--- src/sv/ledsd_pkg.sv ---
package ledsd_pkg;

  localparam int VALUE_W        = 31;
  localparam int COLOR_W        = 32;
  localparam int IDX_W          = 16;
  localparam int LEN_W          = 16;
  localparam int LPS_W          = 8;
  localparam int SPACE_W        = 8;
  localparam int WIDTH_W        = 11;  // 7 * 255 + 255 fits in 11 bits
  localparam int SEG_W          = 7;
  localparam int MAX_DIGITS_DEF = 8;

  localparam int IN_TDATA_W  = 64;
  localparam int OUT_TDATA_W = 48;
  localparam int CFG_IDX_W   = 3;
  localparam int CFG_DATA_W  = 16;

  // Configuration register indexes.
  localparam logic [CFG_IDX_W-1:0] CFG_SEG_START  = 3'd0;
  localparam logic [CFG_IDX_W-1:0] CFG_SEG_LENGTH = 3'd1;
  localparam logic [CFG_IDX_W-1:0] CFG_LEDS_PER   = 3'd2;
  localparam logic [CFG_IDX_W-1:0] CFG_SPACING    = 3'd3;
  localparam logic [CFG_IDX_W-1:0] CFG_BLANK_EN   = 3'd4;

  // Position of segment G, the last one of a digit in wire order.
  localparam logic [2:0] SEG_LAST = 3'd6;

  typedef enum logic [1:0] {
    ST_IDLE,
    ST_CONV,
    ST_EMIT
  } ledsd_state_t;

  // Bit s is segment s in wire order F, A, B, C, D, E, G.
  function automatic logic [SEG_W-1:0] seg_pattern(input logic [3:0] digit);
    logic [SEG_W-1:0] pat;
    case (digit)
      4'd0:    pat = 7'h3F;
      4'd1:    pat = 7'h0C;
      4'd2:    pat = 7'h76;
      4'd3:    pat = 7'h5E;
      4'd4:    pat = 7'h4D;
      4'd5:    pat = 7'h5B;
      4'd6:    pat = 7'h7B;
      4'd7:    pat = 7'h0E;
      4'd8:    pat = 7'h7F;
      4'd9:    pat = 7'h6F;
      default: pat = '0;
    endcase
    return pat;
  endfunction

endpackage

--- src/sv/ledsd_bcd_conv.sv ---
module ledsd_bcd_conv #(
  parameter int MAX_DIGITS = ledsd_pkg::MAX_DIGITS_DEF
) (
  input  logic                          clk,
  input  logic                          rst_n,
  input  logic                          start,
  input  logic [ledsd_pkg::VALUE_W-1:0] value,
  output logic                          busy,
  output logic [4*MAX_DIGITS-1:0]       bcd
);
  import ledsd_pkg::*;

  localparam int CNT_W = $clog2(VALUE_W + 1);
  localparam int BCD_W = 4 * MAX_DIGITS;

  logic [VALUE_W-1:0] shift_r, shift_nxt;
  logic [BCD_W-1:0]   bcd_r, bcd_nxt, adj;
  logic [CNT_W-1:0]   cnt_r, cnt_nxt;

  // One bit per cycle; digits carried out of the top are dropped, which
  // leaves the value modulo 10 to the power of MAX_DIGITS.
  always_comb begin
    for (int d = 0; d < MAX_DIGITS; d++) begin
      adj[4*d +: 4] = (bcd_r[4*d +: 4] >= 4'd5) ? bcd_r[4*d +: 4] + 4'd3 : bcd_r[4*d +: 4];
    end
    shift_nxt = shift_r;
    bcd_nxt   = bcd_r;
    cnt_nxt   = cnt_r;
    if (start) begin
      shift_nxt = value;
      bcd_nxt   = '0;
      cnt_nxt   = CNT_W'(VALUE_W);
    end else if (cnt_r != '0) begin
      shift_nxt = {shift_r[VALUE_W-2:0], 1'b0};
      if (BCD_W > 1) begin
        bcd_nxt = {adj[BCD_W-2:0], shift_r[VALUE_W-1]};
      end
      cnt_nxt = cnt_r - 1'b1;
    end
  end

  always_ff @(posedge clk) begin
    if (!rst_n) begin
      cnt_r <= '0;
    end else begin
      cnt_r <= cnt_nxt;
    end
    shift_r <= shift_nxt;
    bcd_r   <= bcd_nxt;
  end

  assign busy = (cnt_r != '0);
  assign bcd  = bcd_r;

endmodule

--- src/sv/ledsd_digit_cnt.sv ---
module ledsd_digit_cnt #(
  parameter int MAX_DIGITS = ledsd_pkg::MAX_DIGITS_DEF
) (
  input  logic                          clk,
  input  logic                          rst_n,
  input  logic                          start,
  input  logic [ledsd_pkg::LEN_W-1:0]   seg_length,
  input  logic [ledsd_pkg::WIDTH_W-1:0] digit_width,
  output logic [$clog2(MAX_DIGITS+1)-1:0] count
);
  import ledsd_pkg::*;

  localparam int CW = $clog2(MAX_DIGITS + 1);

  logic [LEN_W-1:0] rem_r, rem_nxt;
  logic [CW-1:0]    cnt_r, cnt_nxt;
  logic [LEN_W-1:0] wide_width;

  assign wide_width = {{(LEN_W-WIDTH_W){1'b0}}, digit_width};

  // Repeated subtraction, stopped at the digit cap, so at most MAX_DIGITS steps.
  always_comb begin
    rem_nxt = rem_r;
    cnt_nxt = cnt_r;
    if (start) begin
      rem_nxt = seg_length;
      cnt_nxt = '0;
    end else if ((digit_width != '0) && (rem_r >= wide_width) &&
                 (cnt_r < CW'(MAX_DIGITS))) begin
      rem_nxt = rem_r - wide_width;
      cnt_nxt = cnt_r + 1'b1;
    end
  end

  always_ff @(posedge clk) begin
    if (!rst_n) begin
      cnt_r <= '0;
    end else begin
      cnt_r <= cnt_nxt;
    end
    rem_r <= rem_nxt;
  end

  assign count = cnt_r;

endmodule

--- src/sv/ledsd_seg_emit.sv ---
module ledsd_seg_emit #(
  parameter int MAX_DIGITS = ledsd_pkg::MAX_DIGITS_DEF
) (
  input  logic                            clk,
  input  logic                            rst_n,
  input  logic                            start,
  input  logic [4*MAX_DIGITS-1:0]         bcd,
  input  logic [$clog2(MAX_DIGITS+1)-1:0] count,
  input  logic [ledsd_pkg::COLOR_W-1:0]   color,
  input  logic [ledsd_pkg::IDX_W-1:0]     seg_start,
  input  logic [ledsd_pkg::LPS_W-1:0]     leds_per_seg,
  input  logic [ledsd_pkg::WIDTH_W-1:0]   digit_width,
  input  logic                            blank_en,
  input  logic                            out_ready,
  output logic                            out_valid,
  output logic [ledsd_pkg::IDX_W-1:0]     led_index,
  output logic [ledsd_pkg::COLOR_W-1:0]   pixel_color,
  output logic                            last,
  output logic                            active
);
  import ledsd_pkg::*;

  localparam int CW    = $clog2(MAX_DIGITS + 1);
  localparam int BCD_W = 4 * MAX_DIGITS;

  logic [BCD_W-1:0]      dig_r, dig_nxt;
  logic [MAX_DIGITS-1:0] keep_r, keep_nxt, keep_init;
  logic [CW-1:0]         dleft_r, dleft_nxt;
  logic [2:0]            seg_r, seg_nxt;
  logic [IDX_W-1:0]      base_r, base_nxt, idx_r, idx_nxt, wide_width;
  logic                  act_r, act_nxt;
  logic                  ov_r, ov_nxt;
  logic [IDX_W-1:0]      oidx_r, oidx_nxt;
  logic [COLOR_W-1:0]    ocol_r, ocol_nxt;
  logic                  olast_r, olast_nxt;
  logic [SEG_W-1:0]      pattern;
  logic                  step;

  assign wide_width = {{(IDX_W-WIDTH_W){1'b0}}, digit_width};

  // A digit stays visible if it or any digit above it within the count is nonzero.
  always_comb begin
    logic acc;
    acc = 1'b0;
    for (int j = MAX_DIGITS - 1; j >= 0; j--) begin
      if ((CW'(j) < count) && (bcd[4*j +: 4] != 4'd0)) begin
        acc = 1'b1;
      end
      keep_init[j] = acc;
    end
  end

  assign pattern = (keep_r[0] || !blank_en) ? seg_pattern(dig_r[3:0]) : '0;
  assign step    = act_r && (!ov_r || out_ready);

  always_comb begin
    dig_nxt   = dig_r;
    keep_nxt  = keep_r;
    dleft_nxt = dleft_r;
    seg_nxt   = seg_r;
    base_nxt  = base_r;
    idx_nxt   = idx_r;
    act_nxt   = act_r;
    ov_nxt    = ov_r && !out_ready;
    oidx_nxt  = oidx_r;
    ocol_nxt  = ocol_r;
    olast_nxt = olast_r;
    if (start) begin
      dig_nxt   = bcd;
      keep_nxt  = keep_init;
      dleft_nxt = count;
      seg_nxt   = '0;
      base_nxt  = seg_start;
      idx_nxt   = seg_start;
      act_nxt   = (count != '0);
    end else if (step) begin
      ov_nxt    = 1'b1;
      oidx_nxt  = idx_r;
      ocol_nxt  = pattern[seg_r] ? color : '0;
      olast_nxt = (dleft_r == CW'(1)) && (seg_r == SEG_LAST);
      if (seg_r == SEG_LAST) begin
        seg_nxt   = '0;
        base_nxt  = base_r + wide_width;
        idx_nxt   = base_r + wide_width;
        dig_nxt   = dig_r >> 4;
        keep_nxt  = keep_r >> 1;
        dleft_nxt = dleft_r - 1'b1;
        if (dleft_r == CW'(1)) begin
          act_nxt = 1'b0;
        end
      end else begin
        seg_nxt = seg_r + 1'b1;
        idx_nxt = idx_r + {{(IDX_W-LPS_W){1'b0}}, leds_per_seg};
      end
    end
  end

  always_ff @(posedge clk) begin
    if (!rst_n) begin
      act_r <= 1'b0;
      ov_r  <= 1'b0;
    end else begin
      act_r <= act_nxt;
      ov_r  <= ov_nxt;
    end
    dig_r   <= dig_nxt;
    keep_r  <= keep_nxt;
    dleft_r <= dleft_nxt;
    seg_r   <= seg_nxt;
    base_r  <= base_nxt;
    idx_r   <= idx_nxt;
    oidx_r  <= oidx_nxt;
    ocol_r  <= ocol_nxt;
    olast_r <= olast_nxt;
  end

  assign out_valid   = ov_r;
  assign led_index   = oidx_r;
  assign pixel_color = ocol_r;
  assign last        = olast_r;
  assign active      = act_r;

endmodule

--- src/sv/led_strip_seven_segment_digits.sv ---
// Renders a number on a row of seven-segment digits laid out along an LED strip.
// Each input transaction carries a value and a color; the block answers with one
// output transaction per segment, starting at the rightmost digit and running
// through each digit's segments in wire order F, A, B, C, D, E, G. A result gives
// the first strip LED of the segment and the color, or zero when the segment is
// dark or blanked, and tlast marks the final segment of the number. The digit
// count is segment_length / (7 * leds_per_segment + digit_spacing), capped at
// MAX_DIGITS; a count of zero produces no output at all. An item goes through
// bit-serial binary-to-decimal conversion and then segment output, one segment
// per cycle while out_tready stays high; a low out_tready holds a segment back.
// A new item is accepted only once the sequencer is back in idle, which follows
// the registering of the last segment (or, with a count of zero, the end of
// conversion), so the next conversion can overlap the delivery of that segment.
// Configuration is taken at any time but must only be changed while the block
// is idle.
module led_strip_seven_segment_digits #(
  parameter int MAX_DIGITS = ledsd_pkg::MAX_DIGITS_DEF
) (
  input  logic                              clk,
  input  logic                              rst_n,
  // Input stream.
  input  logic                              in_tvalid,
  output logic                              in_tready,
  input  logic [ledsd_pkg::IN_TDATA_W-1:0]  in_tdata,   // value[30:0], color[62:31]
  // Result stream.
  output logic                              out_tvalid,
  input  logic                              out_tready,
  output logic [ledsd_pkg::OUT_TDATA_W-1:0] out_tdata,  // led_index[15:0], pixel_color[47:16]
  output logic                              out_tlast,
  // Configuration writes.
  input  logic                              cfg_valid,
  output logic                              cfg_ready,
  input  logic [ledsd_pkg::CFG_IDX_W-1:0]   cfg_index,
  input  logic [ledsd_pkg::CFG_DATA_W-1:0]  cfg_data
);
  import ledsd_pkg::*;

  localparam int CW = $clog2(MAX_DIGITS + 1);

  // Configuration registers.
  logic [IDX_W-1:0]   seg_start_r;
  logic [LEN_W-1:0]   seg_length_r;
  logic [LPS_W-1:0]   leds_per_r;
  logic [SPACE_W-1:0] spacing_r;
  logic               blank_en_r;

  ledsd_state_t state_r, state_nxt;
  logic [COLOR_W-1:0] color_r;

  logic                  in_fire;
  logic                  conv_busy;
  logic [4*MAX_DIGITS-1:0] bcd;
  logic [CW-1:0]         digit_count;
  logic [WIDTH_W-1:0]    digit_width;
  logic                  emit_start;
  logic                  emit_active;
  logic [IDX_W-1:0]      out_idx;
  logic [COLOR_W-1:0]    out_color;

  // Width of one digit on the strip: seven segments plus the gap to the next digit.
  assign digit_width = ({leds_per_r, 3'b000} - {3'b000, leds_per_r}) +
                       {3'b000, spacing_r};

  assign cfg_ready = 1'b1;

  always_ff @(posedge clk) begin
    if (!rst_n) begin
      seg_start_r  <= '0;
      seg_length_r <= '0;
      leds_per_r   <= LPS_W'(2);
      spacing_r    <= '0;
      blank_en_r   <= 1'b0;
    end else if (cfg_valid && cfg_ready) begin
      case (cfg_index)
        CFG_SEG_START:  seg_start_r  <= cfg_data[IDX_W-1:0];
        CFG_SEG_LENGTH: seg_length_r <= cfg_data[LEN_W-1:0];
        CFG_LEDS_PER:   leds_per_r   <= cfg_data[LPS_W-1:0];
        CFG_SPACING:    spacing_r    <= cfg_data[SPACE_W-1:0];
        CFG_BLANK_EN:   blank_en_r   <= cfg_data[0];
        default:        ;
      endcase
    end
  end

  assign in_fire = in_tvalid && in_tready;

  always_ff @(posedge clk) begin
    if (in_fire) begin
      color_r <= in_tdata[VALUE_W +: COLOR_W];
    end
  end

  // Sequencer: accept, convert, hand the digits to the emitter; a zero count goes to idle.
  always_comb begin
    state_nxt  = state_r;
    in_tready  = 1'b0;
    emit_start = 1'b0;
    case (state_r)
      ST_IDLE: begin
        in_tready = 1'b1;
        if (in_tvalid) begin
          state_nxt = ST_CONV;
        end
      end
      ST_CONV: begin
        if (!conv_busy) begin
          if (digit_count == '0) begin
            state_nxt = ST_IDLE;
          end else begin
            emit_start = 1'b1;
            state_nxt  = ST_EMIT;
          end
        end
      end
      ST_EMIT: begin
        if (!emit_active) begin
          state_nxt = ST_IDLE;
        end
      end
      default: state_nxt = ST_IDLE;
    endcase
  end

  always_ff @(posedge clk) begin
    if (!rst_n) begin
      state_r <= ST_IDLE;
    end else begin
      state_r <= state_nxt;
    end
  end

  ledsd_bcd_conv #(.MAX_DIGITS(MAX_DIGITS)) u_conv (
    .clk   (clk),
    .rst_n (rst_n),
    .start (in_fire),
    .value (in_tdata[VALUE_W-1:0]),
    .busy  (conv_busy),
    .bcd   (bcd)
  );

  ledsd_digit_cnt #(.MAX_DIGITS(MAX_DIGITS)) u_cnt (
    .clk         (clk),
    .rst_n       (rst_n),
    .start       (in_fire),
    .seg_length  (seg_length_r),
    .digit_width (digit_width),
    .count       (digit_count)
  );

  ledsd_seg_emit #(.MAX_DIGITS(MAX_DIGITS)) u_emit (
    .clk          (clk),
    .rst_n        (rst_n),
    .start        (emit_start),
    .bcd          (bcd),
    .count        (digit_count),
    .color        (color_r),
    .seg_start    (seg_start_r),
    .leds_per_seg (leds_per_r),
    .digit_width  (digit_width),
    .blank_en     (blank_en_r),
    .out_ready    (out_tready),
    .out_valid    (out_tvalid),
    .led_index    (out_idx),
    .pixel_color  (out_color),
    .last         (out_tlast),
    .active       (emit_active)
  );

  assign out_tdata = {out_color, out_idx};

  // The emitter must have finished before a new item can come in.
  a_idle_no_emit: assert property (@(posedge clk) disable iff (!rst_n)
    in_tready |-> !emit_active)
    else $error("input accepted while segments are still being emitted");

  // An accepted item always starts a conversion.
  a_accept_conv: assert property (@(posedge clk) disable iff (!rst_n)
    in_fire |=> (state_r == ST_CONV) && conv_busy)
    else $error("accepted item did not start a conversion");

  // The digit count never passes the cap.
  a_count_cap: assert property (@(posedge clk) disable iff (!rst_n)
    digit_count <= CW'(MAX_DIGITS))
    else $error("digit count above cap");

  // The emitter is only started with a nonzero digit count, so it must go active on start.
  a_emit_nonzero: assert property (@(posedge clk) disable iff (!rst_n)
    emit_start |=> emit_active)
    else $error("emitter start did not take");

endmodule
--- config.mk ---
export PLATFORM = sky130hd
export DESIGN_NAME = led_strip_seven_segment_digits
export DESIGN_NICKNAME = d
export VERILOG_FILES = /design/src/sv/ledsd_pkg.sv /design/src/sv/ledsd_bcd_conv.sv /design/src/sv/ledsd_digit_cnt.sv /design/src/sv/ledsd_seg_emit.sv /design/src/sv/led_strip_seven_segment_digits.sv
export SDC_FILE = /design/constraint.sdc
export NUM_CORES = 1
export LEC_CHECK = 0
export BUFFER_PORTS_ARGS = -buffer_cell sky130_fd_sc_hd__buf_2
export CAP_MARGIN = 20
export CORE_AREA = 2 2 162 164
export DETAILED_ROUTE_END_ITERATION = 16
export DIE_AREA = 0 0 164 166
export GPL_TIMING_DRIVEN = 0
export PLACE_DENSITY = 0.91
export SLEW_MARGIN = 5
export SYNTH_ARGS = -nofsm -noshare
export SYNTH_HDL_FRONTEND = slang
export SYNTH_SLANG_ARGS = --single-unit
--- constraint.sdc ---
create_clock -name clk -period 11.4 [get_ports clk]
set_input_delay 0.57 -clock clk [delete_from_list [all_inputs] [get_ports clk]]
set_output_delay 0.57 -clock clk [all_outputs]
set_load 0.1 [all_outputs]
==> results of run 1 <==
==> critical path: stages, from the launching register on <==
cell	delay, ns
dfxtp_1	0.37
inv_1	0.10
fa_1	0.54
inv_1	0.04
ha_1	0.34
and2_1	0.18
a31o_2	0.22
or3_4	0.42
a2111oi_4	0.38
nor3b_2	0.14
ha_1	0.26
or3_1	0.36
or2_1	0.23
or3_1	0.32
a31oi_2	0.28
a21oi_2	0.14
or2_1	0.52
==> cell usage after synthesis (12+ instances only) <==
| master | n | area, µm² |
|---|---|---|
| nor2_1 | 95 | 357 |
| nand3_1 | 17 | 85.1 |
| and2_1 | 44 | 275 |
| a21o_1 | 12 | 90.1 |
| xor2_1 | 19 | 166 |
| dfxtp_1 | 104 | 2080 |
| ha_1 | 68 | 851 |
| o21ai_0 | 72 | 360 |
| edfxtp_1 | 204 | 6130 |
| nand2_1 | 369 | 1390 |
| or3_1 | 13 | 81.3 |
| nor3b_1 | 12 | 90.1 |
| a21oi_1 | 148 | 741 |
| inv_1 | 76 | 285 |
| xnor2_1 | 34 | 298 |
| nor3_1 | 17 | 85.1 |
| clkbuf_1 | 52 | 195 |
==> flip-flops by register name, indices dropped and copies added (netlist names), 5 cells and up, named ones only <==
signal / cells
u_emit.pixel_color: 32
u_emit.led_index: 16
u_emit.keep_r: 8
u_conv.shift_r: 31
u_emit.idx_r: 16
spacing_r: 8
color_r: 32
seg_start_r: 16
seg_length_r: 16
u_conv.cnt_r: 5
u_conv.bcd: 32
u_cnt.rem_r: 16
u_emit.dig_r: 32
leds_per_r: 8
u_emit.base_r: 16
==> routing by layer <==
metal,vias up,GRT usage,share of wire
met5,-,0,0
met1,5808,0.328,0.38
met3,151,0.0425,0.077
met2,622,0.467,0.50
li1,5649,-,-
met4,0,0.131,0.050
==> cells by family after synthesis <==
kind of cell               Yosys count
AOI/OAI and AO/OA                  310
xor gates and xnor gates            53
DFF                                308
and+or+nand+nor                    622
muxes                               18
other                                1
adders and majority gates           77
buffers and inverters              141
==> stage by stage <==
step                      total power [mW]  cell area, µm²
final                                 3.43           17400
after global routing                  3.60           17400
after CTS                             3.42           17400
after detailed placement              2.36           16300
after global placement                2.30           16200
after floorplan                       2.13           15100
==> worst max path at each step <==
stage / endpoint / slack, ns / cells after the start
after floorplan: register / 5.95 / 9
after global placement: register / 4.59 / 9
after detailed placement: u_cnt.rem_r[3] / 6.23 / 16
after CTS: u_cnt.rem_r[5] / 6.20 / 16
after global routing: u_cnt.rem_r[2] / 5.97 / 16
final: u_cnt.rem_r[4] / 6.19 / 16
==> placed cells by master, fill, tap and decap left out, types with 5 or more instances in the layout <==
cell type  count
a211oi_1      11
a21o_1        12
a21oi_1      148
a31oi_1       10
and2_1        44
and3_1         9
buf_1          5
buf_2        138
clkbuf_1      61
clkbuf_16     36
dfxtp_1      104
edfxtp_1     204
fa_1           9
ha_1          68
inv_1         76
mux2i_1       10
nand2_1      369
nand2b_1      10
nand3_1       17
nor2_1        94
nor2b_1        8
nor3_1        17
nor3b_1       12
o21a_1         7
o21ai_0       72
or2_2          5
or3_1         13
xnor2_1       34
xor2_1        19
==> final cells by class <==
class                   instances  share of cell area
flip-flops and latches        308               0.471
multi-input cells            1081               0.363
clock buffers                  50              0.0571
repair buffers                142              0.0464
well taps                     335              0.0241
inverters                      77              0.0166
plain buffers                  64              0.0161
clock inverters                11             0.00496
==> power breakdown <==
part | internal (mW) | switching (mW) | total (mW)
registers | 1.37 | 0.0998 | 1.47
clock network | 0.629 | 0.433 | 1.06
logic | 0.353 | 0.550 | 0.903
total | 2.35 | 1.08 | 3.43
==> out/metrics.cfg, run 1 <==
[synth]
synth_xor_area_frac = 0.0308
synth_adder_area_share = 0.0683
ys_types = 79
synthesis.area_um2 = 15100
synth_compound_area_frac = 0.122
synthFlopType = edfxtp_1
async_flop_share = 0
netlist_instances = 1530
synth-seq-cells = 308
avgSynthCellArea_um2 = 9.86
synth_top_family_by_area = simple AND/OR/NAND/NOR gates
synth_edf_count = 204
yosysSeqAreaShare = 0.544
synth.area.mux_share = 0.0140
synth-simple-area-share = 0.183
ys_warn_count = 0
syn_nets = 1695

[sta]
slew_violations = 0
setup_viol = 0
min_period_over_period = 0.457
fin_setup_tns_ns = 0
min_period_ns = 5.21
final_hold_viol_count = 0
rsz0062_at_grt = no
fin_ws_ns = 6.19
slew_headroom = 0.434
tightest_slew_ns = 0.846
max_freq_mhz = 192
finClkSkew_ns = 0.0199
whs_ns = 0.239

[clocking]
cts.sinks = 308
cts-buffers-inserted = 34
clock_path_buffers = 3
htreeDepth = 2
ctsResizeCount = 0
postCtsSetupRepairBufs = 0
cts_tree = built
worst_skew_pair.late_latency_ns = 0.51
holdBufCountCts = 0
clk_pin_slew_ns = 0.06
clockRootBuffer = clkbuf_16

[placement]
io_buffers = 137
placedCellCount = 2007
place_ws_ns = 6.23
hpwl_um = 26400
gp_congestion = 0.943

[critical_path]
end_kind = register
cp.arrival_ns = 5.36
rrSetupSlack_ns = 6.19
cp_data_required_time_ns = 11.54
reg2reg_to = u_cnt.rem_r[4]
worstPathMaxFanout = 16
worst_r2r_startpoint = leds_per_r[2]
start_kind = register
r2r_cells = 16
worstSetupPathType = register to register
crit_path_start = leds_per_r[2]

[cells_and_area]
num-fill-cells = 1829
nets = 1873
syn_to_final_growth_pct = 15.4
utilization = 0.680
drive_above_1_share = 0.131
antenna_cells = 0
instances_no_fill = 2068
multi_input_area_um2 = 6330
regArea_um2 = 8210

[worst_hold_path]
hold_end = color_r[23]
hold_depth = 1
hold_class = input port to register
hp-start = in_tdata[54]

[floorplan]
rows = 59
die_w_um = 164
dieArea_um2 = 27200
core_um2 = 25600
num_io_pins = 140
die_h_um = 166
start_util = 0.589

[global_route]
grt_pass1_wl_um = 58500
grt.overflow.total = 0
grt_max_degree = 33
antenna_found_initial = 0
grt_pass1_vias = 11979
grt_usage = 0.270

[power_and_ir_drop]
power.leakage_nw = 7.01
max-vdd-ir-drop_uv = 122
power.density_nw_per_um2 = 197

[drt]
detail_route.wl_per_cell_um = 17.9
dr.pass1.iters = 7
drc_errors = 0
wirelength_um = 37100
vias_per_cell = 5.91
via_count = 12230
drt_iter0_markers = 1267
ant_nets = 0

[status]
status = completed

[job]
maxCapViolCount = 0

Power figures use the tool's default switching activity.
==> inputs of run 2 (changes only) <==
--- a/config.mk
+++ b/config.mk
@@ -7,11 +7,11 @@
 export LEC_CHECK = 0
 export BUFFER_PORTS_ARGS = -buffer_cell sky130_fd_sc_hd__buf_2
 export CAP_MARGIN = 20
-export CORE_AREA = 2 2 162 164
+export CORE_AREA = 2 2 171 173
 export DETAILED_ROUTE_END_ITERATION = 16
-export DIE_AREA = 0 0 164 166
+export DIE_AREA = 0 0 173 175
 export GPL_TIMING_DRIVEN = 0
-export PLACE_DENSITY = 0.91
+export PLACE_DENSITY = 0.86
 export SLEW_MARGIN = 5
 export SYNTH_ARGS = -nofsm -noshare
 export SYNTH_HDL_FRONTEND = slang
==> constraint.sdc (replaced) <==
create_clock -name clk -period 4.6 [get_ports clk]
set_input_delay 0.23 -clock clk [delete_from_list [all_inputs] [get_ports clk]]
set_output_delay 0.23 -clock clk [all_outputs]
set_load 0.1 [all_outputs]
==> run 2 against run 1 <==
Total power grew to 2.5 times the previous value. Register-to-register slack got worse by 6.1 ns. Sequential power is 150% higher. Design area rose by 4.7%. Sequential share of layout area fell by 2.1 points. Critical path type unchanged. Largest power group unchanged.
==> out/metrics.cfg, run 2 (synthesis gave the netlist of run 1 again) <==
[cells_and_area]
final_area_um2 = 18200  ; was 17400 µm²
nets = 1944  ; was 1873
drive_above_1_share = 0.139  ; was 0.131
syn_to_final_growth_pct = 20.8  ; was 15.4%
instances_no_fill = 2188  ; was 2068
antenna_cells = 0  ; unchanged
utilization = 0.642  ; was 0.680
mostFrequentLayoutCell = nand2_1  ; unchanged
layout_common_cells = 369 x nand2_1, 204 x edfxtp_1, 147 x a21oi_1  ; was 369 x nand2_1, 204 x edfxtp_1, 148 x a21oi_1

[critical_path]
critPathMaxStageDelay_ns = 0.54  ; about the same
end_kind = register  ; unchanged
worstSetupPathType = register to register  ; unchanged
cpMostUsedCell = or3_4
slowest_stage = fa_1  ; unchanged
cp.arrival_ns = 4.80  ; was 5.36 ns
worstPathMaxFanout = 8  ; was 16
cp_cell_sequence = inv_2, fa_1, inv_1, ha_4, and2_1, a31o_2, or3_4, a2111oi_4, nor3b_4, ha_2, or3_4, or2_4, or3_4, a31oi_4, a21oi_4, or2_4  ; was inv_1, fa_1, inv_1, ha_1, and2_1, a31o_2, or3_4, a2111oi_4, nor3b_2, ha_1, or3_1, or2_1, or3_1, a31oi_2, a21oi_2, or2_1
start_kind = register  ; unchanged
cp_data_required_time_ns = 4.86  ; was 11.54 ns

[drt]
via_count = 12204  ; was 12230
ant_nets = 0  ; unchanged
drt_iter0_markers = 1117  ; was 1267
vias_per_cell = 5.58  ; was 5.91
drc_errors = 0  ; unchanged
dr.pass1.iters = 6  ; was 7
wirelength_um = 37600  ; was 37100 µm
detail_route.wl_per_cell_um = 17.2  ; was 17.9 µm

[floorplan]
die_h_um = 175  ; was 166 µm
start_util = 0.531  ; was 0.589
num_io_pins = 140  ; unchanged
dieArea_um2 = 30300  ; was 27200 µm²
die_w_um = 173  ; was 164 µm
core_um2 = 28400  ; was 25600 µm²
rows = 62  ; was 59

[clocking]
htreeDepth = 2  ; unchanged
clock_path_buffers = 3  ; unchanged
worst_skew_pair.late_latency_ns = 0.52  ; was 0.51 ns
clockRootBuffer = clkbuf_16  ; unchanged
clk_pin_slew_ns = 0.06  ; about the same
cts_tree = built  ; unchanged
cts.sinks = 308  ; unchanged
cts-buffers-inserted = 34  ; unchanged

[sta]
tightest_slew_ns = 0.881  ; was 0.846 ns
finClkSkew_ns = 0.0200  ; was 0.0199 ns
fin_setup_tns_ns = 0  ; unchanged
max_freq_mhz = 220  ; was 192 MHz
min_period_over_period = 0.987  ; was 0.457
slew_violations = 0  ; unchanged
slew_headroom = 0.405  ; was 0.434
final_hold_viol_count = 0  ; unchanged
setup_viol = 0  ; unchanged
min_period_ns = 4.54  ; was 5.21 ns
fin_ws_ns = 0.0591  ; was 6.19 ns
whs_ns = 0.00217  ; was 0.239 ns

[global_route]
grt_max_degree = 35  ; was 33
antenna_found_initial = 0  ; unchanged
grt_usage = 0.243  ; was 0.270
grt_pass1_vias = 12175  ; was 11979
grt.overflow.total = 0  ; unchanged
grt_pass1_wl_um = 59300  ; was 58500 µm

[power_and_ir_drop]
max-vdd-ir-drop_uv = 316  ; was 122 µV
p_total_mw = 8.59  ; was 3.43 mW
power.density_nw_per_um2 = 472  ; was 197 nW/µm²
power.leakage_nw = 7.31  ; was 7.01 nW

[placement]
hpwl_um = 26300  ; was 26400 µm
io_buffers = 137  ; unchanged
placedCellCount = 2056  ; was 2007
gp_congestion = 0.954  ; was 0.943
placed_cell_area_um2 = 16400  ; was 16300 µm²
place_ws_ns = -0.405  ; was 6.23 ns

[worst_hold_path]
hold_class = input port to register  ; unchanged

[status]
status = completed  ; unchanged

[job]
maxCapViolCount = 0  ; unchanged

==> run 2: final cells by class <==
type                       instances  area [µm²]
buffer                            64         280
clock buffer                      53        1010
clock inverter                     8        47.5
fill                            2200       10200
inverter                          77         289
multi-input combinational       1082        6430
sequential                       308        8210
tap                              384         480
timing repair buffer             212        1470
==> run 2: path summary, 6_finish.rpt <==
| check | from | endpoint | slack [ns] | cells after the start |
|---|---|---|---|---|
| max | leds_per_r[2] | u_cnt.rem_r[13] | 0.06 | 16 |
| min | in_tdata[12] | u_conv.shift_r[12] | 0.002 | 3 |
| max reg2reg | leds_per_r[2] | u_cnt.rem_r[13] | 0.06 | 16 |
| min reg2reg | spacing_r[0] | spacing_r[0] | 0.46 | 2 |
==> run 2: where the power goes <==
| group | switching, mW | internal (mW) |
|---|---|---|
| registers | 0.250 | 3.39 |
| clock network | 1.09 | 1.52 |
| logic | 1.39 | 0.951 |
| total | 2.73 | 5.87 |
==> run 2: what timing repair did <==
item                       in CTS  in global routing
setup endpoints to repair      21                 26
pin swaps                       5                  4
hold endpoints to repair       65                  0
hold buffers                   64                  0
setup buffers                   5                  1
cloned                          1                  0
gates resized for setup        11                 10
==> run 2: routing by layer <==
metal | vias up | wire length [µm] | GRT usage
met5 | - | 0 | 0
met4 | 0 | 1560 | 0.112
met3 | 112 | 2500 | 0.0355
met2 | 520 | 18500 | 0.427
met1 | 5782 | 15100 | 0.298
li1 | 5790 | - | -
==> run 2: worst max-delay path: cells and delay by family (launching register included) <==
family                     cells  cell delay (ns)
and+or+nand+nor                7             1.85
buffers and inverters          2             0.13
adders and majority gates      3             1.01
AOI/OAI and AO/OA              4             0.93
DFF                            1             0.35
